[config.mk]
export PLATFORM = sky130hd
export DESIGN_NAME = cubic_root_bisection_unit
export DESIGN_NICKNAME = d
export VERILOG_FILES = /design/src/rtl/crb_pkg.sv /design/src/rtl/crb_mul.sv /design/src/rtl/cubic_root_bisection_unit.sv
export SDC_FILE = /design/constraint.sdc
export NUM_CORES = 2
export LEC_CHECK = 0
export BUFFER_PORTS_ARGS = -buffer_cell sky130_fd_sc_hd__buf_2
export CAP_MARGIN = 20
export CORE_UTILIZATION = 35
export DETAILED_ROUTE_END_ITERATION = 12
export SKIP_CTS_REPAIR_TIMING = 1
export SYNTH_ARGS = -nofsm -noshare
export SYNTH_HDL_FRONTEND = slang
export SYNTH_SLANG_ARGS = --single-unit
[constraint.sdc]
create_clock -name clock -period 28.6 [get_ports clock]
set_input_delay 5.72 -clock clock [delete_from_list [all_inputs] [get_ports clock]]
set_output_delay 5.72 -clock clock [all_outputs]
set_load 0.02 [all_outputs]
[src/rtl/crb_pkg.sv]
package crb_pkg;

   localparam int WORD_W = 64;
   localparam int TOL_W = 63;
   localparam int CSR_IDX_W = 2;
   localparam int DEF_STEP_LIMIT = 64;
   localparam int DEF_FRAC_BITS = 32;

   localparam logic [WORD_W-1:0] RST_COEF_SQUARE = 64'd8589934592;
   localparam logic [WORD_W-1:0] RST_COEF_LINEAR = 64'd12884901888;
   localparam logic [WORD_W-1:0] RST_COEF_CONSTANT = 64'd8589934592;
   localparam logic [TOL_W-1:0] RST_TOLERANCE = 63'd4295;

   localparam logic [CSR_IDX_W-1:0] CSR_COEF_SQUARE = 2'd0;
   localparam logic [CSR_IDX_W-1:0] CSR_COEF_LINEAR = 2'd1;
   localparam logic [CSR_IDX_W-1:0] CSR_COEF_CONSTANT = 2'd2;
   localparam logic [CSR_IDX_W-1:0] CSR_TOLERANCE = 2'd3;

   // multiply sequence of one cubic evaluation
   localparam logic [1:0] OP_X2 = 2'd0;
   localparam logic [1:0] OP_X3 = 2'd1;
   localparam logic [1:0] OP_AX2 = 2'd2;
   localparam logic [1:0] OP_BX = 2'd3;

   typedef struct packed {
      logic done;
      logic sat;
      logic [WORD_W-1:0] value;
   } mul_rsp_type;

   // saturating signed add, returns {sat, sum}
   function automatic logic [WORD_W:0] sat_add(input logic [WORD_W-1:0] a,
                                                input logic [WORD_W-1:0] b);
      logic [WORD_W-1:0] s;
      logic ovf;
      s = a + b;
      ovf = (a[WORD_W-1] == b[WORD_W-1]) && (s[WORD_W-1] != a[WORD_W-1]);
      if (ovf) begin
         s = a[WORD_W-1] ? {1'b1, {(WORD_W-1){1'b0}}} : {1'b0, {(WORD_W-1){1'b1}}};
      end
      return {ovf, s};
   endfunction

endpackage

[src/rtl/crb_mul.sv]
module crb_mul #(
   parameter int FRAC_BITS = crb_pkg::DEF_FRAC_BITS
) (
   input  logic clock,
   input  logic reset,
   input  logic start,
   input  logic [crb_pkg::WORD_W-1:0] op_a,
   input  logic [crb_pkg::WORD_W-1:0] op_b,
   output crb_pkg::mul_rsp_type rsp
);

   localparam int W = crb_pkg::WORD_W;
   localparam int CNT_W = $clog2(W);

   typedef enum logic [3:0] {
      M_IDLE = 4'b0001,
      M_RUN  = 4'b0010,
      M_NEG  = 4'b0100,
      M_FIN  = 4'b1000
   } mul_state_type;

   mul_state_type st_ff, st_in;
   logic [W-1:0] ma_ff, ma_in;
   logic [W-1:0] hi_ff, hi_in;
   logic [W-1:0] lo_ff, lo_in;
   logic neg_ff, neg_in;
   logic [CNT_W-1:0] cnt_ff, cnt_in;

   logic [W:0] sum;
   logic [2*W-1:0] prod;
   logic [2*W-1:0] shifted;
   logic [W:0] upper;
   logic ovf;

   always_comb begin
      st_in = st_ff;
      ma_in = ma_ff;
      hi_in = hi_ff;
      lo_in = lo_ff;
      neg_in = neg_ff;
      cnt_in = cnt_ff;
      sum = {1'b0, hi_ff} + (lo_ff[0] ? {1'b0, ma_ff} : {(W+1){1'b0}});
      prod = {hi_ff, lo_ff};
      case (st_ff)
         M_IDLE: begin
            if (start) begin
               ma_in = op_a[W-1] ? (~op_a + 1'b1) : op_a;
               lo_in = op_b[W-1] ? (~op_b + 1'b1) : op_b;
               hi_in = '0;
               neg_in = op_a[W-1] ^ op_b[W-1];
               cnt_in = '0;
               st_in = M_RUN;
            end
         end
         M_RUN: begin
            // one multiplier bit per cycle, shift-add
            hi_in = sum[W:1];
            lo_in = {sum[0], lo_ff[W-1:1]};
            cnt_in = cnt_ff + 1'b1;
            if (cnt_ff == CNT_W'(W - 1)) begin
               st_in = M_NEG;
            end
         end
         M_NEG: begin
            if (neg_ff) begin
               {hi_in, lo_in} = ~prod + 1'b1;
            end
            st_in = M_FIN;
         end
         M_FIN: begin
            st_in = M_IDLE;
         end
         default: begin
            st_in = M_IDLE;
         end
      endcase
   end

   always_ff @(posedge clock) begin
      if (reset) begin
         st_ff <= M_IDLE;
      end else begin
         st_ff <= st_in;
      end
      ma_ff <= ma_in;
      hi_ff <= hi_in;
      lo_ff <= lo_in;
      neg_ff <= neg_in;
      cnt_ff <= cnt_in;
   end

   assign shifted = $signed(prod) >>> FRAC_BITS;
   assign upper = shifted[2*W-1:W-1];
   assign ovf = (upper != '0) && (upper != '1);

   always_comb begin
      rsp.done = (st_ff == M_FIN);
      rsp.sat = ovf;
      if (ovf) begin
         rsp.value = hi_ff[W-1] ? {1'b1, {(W-1){1'b0}}} : {1'b0, {(W-1){1'b1}}};
      end else begin
         rsp.value = shifted[W-1:0];
      end
   end

endmodule

[src/rtl/cubic_root_bisection_unit.sv]
// One cubic evaluation is run per bisection step, plus one more for the first step,
// and each step also passes through the check and the decision states. An interval
// that stops at once goes from the check straight to the result word. One interval
// at a time; the next is taken the cycle after the result word is loaded. The shared
// bit-serial multiplier sets the step time. Synchronous active-high reset clears
// control and loads the register defaults.
module cubic_root_bisection_unit #(
   parameter int STEP_LIMIT = crb_pkg::DEF_STEP_LIMIT,
   parameter int FRAC_BITS = crb_pkg::DEF_FRAC_BITS
) (
   input  logic clock,
   input  logic reset,
   input  logic req_valid,
   output logic req_stall,
   input  logic [crb_pkg::WORD_W-1:0] req_low_end,
   input  logic [crb_pkg::WORD_W-1:0] req_high_end,
   output logic rsp_valid,
   input  logic rsp_stall,
   output logic [crb_pkg::WORD_W-1:0] rsp_root,
   output logic rsp_saturated,
   output logic rsp_hit_limit,
   input  logic csr_valid,
   output logic csr_ready,
   input  logic [crb_pkg::CSR_IDX_W-1:0] csr_index,
   input  logic [crb_pkg::WORD_W-1:0] csr_data
);

   localparam int W = crb_pkg::WORD_W;
   localparam int STEP_W = $clog2(STEP_LIMIT + 1);

   typedef enum logic [5:0] {
      S_IDLE   = 6'b000001,
      S_CHECK  = 6'b000010,
      S_ISSUE  = 6'b000100,
      S_WAIT   = 6'b001000,
      S_DECIDE = 6'b010000,
      S_OUT    = 6'b100000
   } state_type;

   state_type st_ff, st_in;
   logic [W-1:0] coef_sq_ff, coef_lin_ff, coef_c_ff;
   logic [crb_pkg::TOL_W-1:0] tol_ff;
   logic [W-1:0] lo_ff, lo_in, hi_ff, hi_in, mid_ff, mid_in;
   logic [W-1:0] x_ff, x_in, x2_ff, x2_in, acc_ff, acc_in;
   logic [W-1:0] vlo_ff, vlo_in, vmid_ff, vmid_in;
   logic have_vlo_ff, have_vlo_in;
   logic [1:0] op_ff, op_in;
   logic sat_ff, sat_in, limit_ff, limit_in;
   logic [STEP_W-1:0] steps_ff, steps_in;
   logic rsp_valid_ff, rsp_valid_in;
   logic [W-1:0] rsp_root_ff, rsp_root_in;
   logic rsp_sat_ff, rsp_sat_in, rsp_limit_ff, rsp_limit_in;

   logic mul_start;
   logic [W-1:0] mul_a, mul_b;
   crb_pkg::mul_rsp_type mres;

   logic [W-1:0] width, mid_calc;
   logic [W:0] add1, add2;
   logic same_sign;

   crb_mul #(.FRAC_BITS(FRAC_BITS)) u_mul (
      .clock(clock),
      .reset(reset),
      .start(mul_start),
      .op_a(mul_a),
      .op_b(mul_b),
      .rsp(mres)
   );

   assign csr_ready = 1'b1;

   always_ff @(posedge clock) begin
      if (reset) begin
         coef_sq_ff <= crb_pkg::RST_COEF_SQUARE;
         coef_lin_ff <= crb_pkg::RST_COEF_LINEAR;
         coef_c_ff <= crb_pkg::RST_COEF_CONSTANT;
         tol_ff <= crb_pkg::RST_TOLERANCE;
      end else if (csr_valid) begin
         case (csr_index)
            crb_pkg::CSR_COEF_SQUARE: coef_sq_ff <= csr_data;
            crb_pkg::CSR_COEF_LINEAR: coef_lin_ff <= csr_data;
            crb_pkg::CSR_COEF_CONSTANT: coef_c_ff <= csr_data;
            crb_pkg::CSR_TOLERANCE: tol_ff <= csr_data[crb_pkg::TOL_W-1:0];
            default: ;
         endcase
      end
   end

   assign req_stall = (st_ff != S_IDLE);
   assign mul_start = (st_ff == S_ISSUE);

   always_comb begin
      case (op_ff)
         crb_pkg::OP_X2: begin mul_a = x_ff; mul_b = x_ff; end
         crb_pkg::OP_X3: begin mul_a = x2_ff; mul_b = x_ff; end
         crb_pkg::OP_AX2: begin mul_a = coef_sq_ff; mul_b = x2_ff; end
         crb_pkg::OP_BX: begin mul_a = coef_lin_ff; mul_b = x_ff; end
         default: begin mul_a = x_ff; mul_b = x_ff; end
      endcase
   end

   assign width = hi_ff - lo_ff;
   assign mid_calc = lo_ff + {1'b0, width[W-1:1]};
   assign add1 = crb_pkg::sat_add(acc_ff, mres.value);
   assign add2 = crb_pkg::sat_add(add1[W-1:0], coef_c_ff);
   assign same_sign = ((!vlo_ff[W-1] && vlo_ff != '0) && (!vmid_ff[W-1] && vmid_ff != '0))
      || (vlo_ff[W-1] && vmid_ff[W-1]);

   always_comb begin
      st_in = st_ff;
      lo_in = lo_ff;
      hi_in = hi_ff;
      mid_in = mid_ff;
      x_in = x_ff;
      x2_in = x2_ff;
      acc_in = acc_ff;
      vlo_in = vlo_ff;
      vmid_in = vmid_ff;
      have_vlo_in = have_vlo_ff;
      op_in = op_ff;
      sat_in = sat_ff;
      limit_in = limit_ff;
      steps_in = steps_ff;
      rsp_valid_in = rsp_valid_ff && rsp_stall;
      rsp_root_in = rsp_root_ff;
      rsp_sat_in = rsp_sat_ff;
      rsp_limit_in = rsp_limit_ff;
      case (st_ff)
         S_IDLE: begin
            if (req_valid) begin
               lo_in = req_low_end;
               hi_in = req_high_end;
               sat_in = 1'b0;
               limit_in = 1'b0;
               steps_in = '0;
               have_vlo_in = 1'b0;
               st_in = S_CHECK;
            end
         end
         S_CHECK: begin
            if ($signed(hi_ff) <= $signed(lo_ff)
                  || width <= {1'b0, tol_ff}) begin
               st_in = S_OUT;
            end else if (steps_ff >= STEP_W'(STEP_LIMIT)) begin
               limit_in = 1'b1;
               st_in = S_OUT;
            end else if (mid_calc == lo_ff) begin
               st_in = S_OUT;
            end else begin
               mid_in = mid_calc;
               x_in = have_vlo_ff ? mid_calc : lo_ff;
               op_in = crb_pkg::OP_X2;
               st_in = S_ISSUE;
            end
         end
         S_ISSUE: begin
            st_in = S_WAIT;
         end
         S_WAIT: begin
            if (mres.done) begin
               sat_in = sat_ff | mres.sat;
               op_in = op_ff + 1'b1;
               st_in = S_ISSUE;
               case (op_ff)
                  crb_pkg::OP_X2: x2_in = mres.value;
                  crb_pkg::OP_X3: acc_in = mres.value;
                  crb_pkg::OP_AX2: begin
                     acc_in = add1[W-1:0];
                     sat_in = sat_ff | mres.sat | add1[W];
                  end
                  crb_pkg::OP_BX: begin
                     sat_in = sat_ff | mres.sat | add1[W] | add2[W];
                     if (have_vlo_ff) begin
                        vmid_in = add2[W-1:0];
                        st_in = S_DECIDE;
                     end else begin
                        vlo_in = add2[W-1:0];
                        have_vlo_in = 1'b1;
                        x_in = mid_ff;
                     end
                  end
                  default: ;
               endcase
            end
         end
         S_DECIDE: begin
            // p(lo) of the next step is known from this one
            if (same_sign) begin
               lo_in = mid_ff;
               vlo_in = vmid_ff;
            end else begin
               hi_in = mid_ff;
            end
            steps_in = steps_ff + 1'b1;
            st_in = S_CHECK;
         end
         S_OUT: begin
            if (!rsp_valid_ff || !rsp_stall) begin
               rsp_valid_in = 1'b1;
               rsp_root_in = lo_ff;
               rsp_sat_in = sat_ff;
               rsp_limit_in = limit_ff;
               st_in = S_IDLE;
            end
         end
         default: begin
            st_in = S_IDLE;
         end
      endcase
   end

   always_ff @(posedge clock) begin
      if (reset) begin
         st_ff <= S_IDLE;
         rsp_valid_ff <= 1'b0;
      end else begin
         st_ff <= st_in;
         rsp_valid_ff <= rsp_valid_in;
      end
      lo_ff <= lo_in;
      hi_ff <= hi_in;
      mid_ff <= mid_in;
      x_ff <= x_in;
      x2_ff <= x2_in;
      acc_ff <= acc_in;
      vlo_ff <= vlo_in;
      vmid_ff <= vmid_in;
      have_vlo_ff <= have_vlo_in;
      op_ff <= op_in;
      sat_ff <= sat_in;
      limit_ff <= limit_in;
      steps_ff <= steps_in;
      rsp_root_ff <= rsp_root_in;
      rsp_sat_ff <= rsp_sat_in;
      rsp_limit_ff <= rsp_limit_in;
   end

   assign rsp_valid = rsp_valid_ff;
   assign rsp_root = rsp_root_ff;
   assign rsp_saturated = rsp_sat_ff;
   assign rsp_hit_limit = rsp_limit_ff;

   a_rsp_hold: assert property (@(posedge clock) disable iff (reset)
      rsp_valid_ff && rsp_stall |=> rsp_valid_ff)
      else $error("result word dropped while stalled");

   a_decide_order: assert property (@(posedge clock) disable iff (reset)
      st_ff == S_DECIDE |=> $signed(lo_ff) < $signed(hi_ff))
      else $error("bisection step broke interval order");

   a_mul_done: assert property (@(posedge clock) disable iff (reset)
      mres.done |-> st_ff == S_WAIT)
      else $error("multiplier finished outside wait state");

   a_step_bound: assert property (@(posedge clock) disable iff (reset)
      st_ff == S_CHECK |-> steps_ff <= STEP_W'(STEP_LIMIT))
      else $error("step count beyond limit");

endmodule
==> results.txt <==
Result of the run: finished, final reports clean
Clk Latency, worst-skew pair: 0.82 ns
Crit Reg-Reg Endpoint: vlo_ff[57]$_DFFE_PP_
Floorplan die height: 449 microns
Cell count of the worst hold path: 2
Cell with the most instances after synthesis: nand2_1
Remaining number of nets flagged by the antenna check after routing: 0
Worst path setup slack after routing: 16.62 ns
Share of the synthesized area in the top cell type: 0.339
Part of the total power dissipated in the clock network: 0.369
Violation count after the first detailed-route iteration: 7156
Synthesized instance count: 7770
Vias in the first global route: 58600
Die X-Extent: 449 microns
Final Cycle Share: 0.419
Startpoint of the most critical setup path: u_mul.hi_ff[50]$_DFFE_PP_
Leading register cell type out of synthesis: edfxtp_1
Sequential cell fraction of total power: 0.388
DRC: 0
CP Data Required Time: 29.10 ns
HPWL Detailed: 205 mm
Cell type with the largest total area after synthesis: edfxtp_1
Vias per Instance: 5.85
Data arrival at the endpoint of the critical path: 12.47 ns
Clock buffers created by TritonCTS: 118
Flop and latch count out of synthesis: 1055
Final Hold Vio Count: 0
Reported net switching power: 0.00145 W
Port Buffer Count: 266
Syn avg cell area: 9.00 sq um
Number of vias in the routed layout: 62000
Number of pins with negative max-slew slack in the final report: 0
Worst slew margin relative to its limit: 0.270
Maximum clock rate: 0.0835 GHz
Switching Share: 0.325
Combinational power share: 0.243
CTS H-Tree Depth: 3
Area of the die: 0.202 sq mm
Register area share after synthesis: 0.415
Clock buffer depth: 3
Maximum VDD drop: 0.0000510 V
Total number of placement rows: 163
Proportion of register bits with asynchronous set or reset after synthesis: 0
Reported leakage power: 29.2 nW
Slowest library cell on the worst path: nor4_1
Wire length per cell after detailed routing: 25.1 microns
Area after detailed placement: 0.0737 sq mm
# setup viols final: 0
Launch instance of the worst register-to-register path: u_mul.hi_ff[50]$_DFFE_PP_
Worst-path fanout max: 50
Total core area: 0.198 sq mm
Cell types with the highest counts after synthesis: nand2_1 (1287), edfxtp_1 (789), a21oi_1 (784), nor2_1 (538), o21ai_0 (466)
Top post-synthesis cells by area: edfxtp_1 (34%), dfxtp_1 (7.6%), ha_1 (7.0%)
Clock tree root buffer cell: clkbuf_16
Global-route wire length before repair: 389 mm
Startpoint type of the worst setup path: flop
Total congestion overflow: 0
First-pass detailed-route iteration total: 10
Critical path class: flop to flop
Total routing usage reported by global routing: 0.253
Initial Util: 0.353
Worst setup slack after placement: 16.76 ns
Crit path largest cell delay: 0.78 ns
Setup repair after global routing missed its margin: false
IO Count: 268
Clock tree from TritonCTS: done
Setup slack of the most critical reg-to-reg path: 16.62 ns
Max-cap violations: 0
Antenna violations before repair: 30
Final Critical Period: 11.98 ns
Net count after synthesis: 8366
Actual transition at the worst max-transition pin: 1.09 ns
Power density over the cells: 57.5 mW/mm^2
Layout Cell Area excl Fill: 0.0780 sq mm
Crit end category: flop
Detailed-route wire length: 266 mm
Largest net degree at the start of global routing: 124
Number of clock sinks seen by CTS: 1055
Share of final-layout standard cells stronger than drive strength 1: 0.0963
Synthesis-to-finish area growth: 11.5%
Number of warnings issued by yosys: 0
Internal Dissipation: 0.00303 W
Final setup skew: 0.0887 ns
Termination of the worst setup path: vlo_ff[57]$_DFFE_PP_
Worst-case reg-to-reg path depth: 38
Final-stage net count: 8427
Clock transition at the registers of the reported paths: 0.06 ns
Worst min path class: flop to flop
Number of synthesized flops with an enable pin: 789
Post-synthesis instance area: 0.0699 sq mm
Routability Congestion: 1.02
Post-synthesis cell type count: 99
Setup TNS after final layout: 0 ns
Total Power Consumption: 0.00448 W
-- placed cells by master (no fill, tap or decap), types with 68 or more instances in the layout --
cell type,count
nor2_1,532
nand2b_1,68
inv_1,245
mux2_2,128
buf_2,265
edfxtp_1,789
ha_1,388
buf_4,70
nand2_1,1285
nor3_1,121
nand4_1,100
and2_1,93
a31oi_1,71
nand3_1,94
clkbuf_16,123
xnor2_1,321
a21o_1,193
xor2_1,264
a21oi_1,782
o21ai_0,464
mux2i_1,133
dfxtp_1,266
nor4_1,94
-- cell families after synthesis --
logic type	after synthesis	share of synthesized area
multiplexers	263	0.0399
other	1	0.0000536
AO/OA/AOI/OAI	2106	0.185
buffers and inverters	645	0.0355
flip-flops	1055	0.415
AND/OR/NAND/NOR	2713	0.178
XOR/XNOR	590	0.0749
adder cells (fa/ha/maj)	397	0.0716
-- cell type report --
cell class              instances  area (sq um)
inverters                     248           933
clock buffers                 157          3350
diodes                         19          47.5
flip-flops and latches       1055         29000
multi-input cells            6070         38600
fillers                     19900        120000
well taps                    2640          3300
repair buffers                338          1880
clock inverters                66           860
-- through the flow --
stage                     std cells  hold slack [ns]   util
after floorplan                7770            0.400      -
after global placement        10300            0.441  0.373
after detailed placement      10400            0.447  0.373
after CTS                     10600            0.456  0.394
after global routing          10600            0.471  0.394
final                         10600            0.457  0.394
-- critical path: cells and delay by family (launching register included) --
| family | cells | cell delay [ns] |
|---|---|---|
| AND/OR/NAND/NOR | 14 | 4.10 |
| buffers and inverters | 5 | 1.72 |
| flip-flops | 1 | 0.52 |
| multiplexers | 1 | 0.34 |
| AO/OA/AOI/OAI | 16 | 4.22 |
| adder cells (fa/ha/maj) | 2 | 0.73 |
-- worst min path at each step --
stage / startpoint / to / slack, ns
6_report: coef_lin_ff[6]$_SDFFE_PP0P_ / coef_lin_ff[6]$_SDFFE_PP0P_ / 0.46
5_1_grt: coef_sq_ff[21]$_SDFFE_PP0P_ / coef_sq_ff[21]$_SDFFE_PP0P_ / 0.47
4_1_cts: coef_sq_ff[10]$_SDFFE_PP0P_ / coef_sq_ff[10]$_SDFFE_PP0P_ / 0.46
3_5_place_dp: coef_sq_ff[10]$_SDFFE_PP0P_ / coef_sq_ff[10]$_SDFFE_PP0P_ / 0.45
3_3_place_gp: coef_lin_ff[36]$_SDFFE_PP0P_ / coef_lin_ff[36]$_SDFFE_PP0P_ / 0.44
2_1_floorplan: limit_ff$_DFFE_PP_ / rsp_hit_limit$_DFFE_PP_ / 0.40
-- layer usage --
layer / global-route usage / wire length (microns) / share of wire / vias up
met5: 0 / 56 / 0.00021 / -
li1: - / - / - / 28400
met1: 0.339 / 112000 / 0.42 / 30100
met3: 0.0382 / 20700 / 0.078 / 595
met2: 0.394 / 118000 / 0.44 / 2869
met4: 0.134 / 15200 / 0.057 / 8
-- power groups by stage --
stage                     registers (W)  logic, W  clock network [W]
after floorplan                 0.00175  0.000711                  0
after global placement          0.00177   0.00104                  0
after detailed placement        0.00177   0.00106                  0
after CTS                       0.00174   0.00106            0.00167
after global routing            0.00174   0.00117            0.00173
final                           0.00174   0.00109            0.00165
Note: power is estimated with default switching activity, not from simulation.
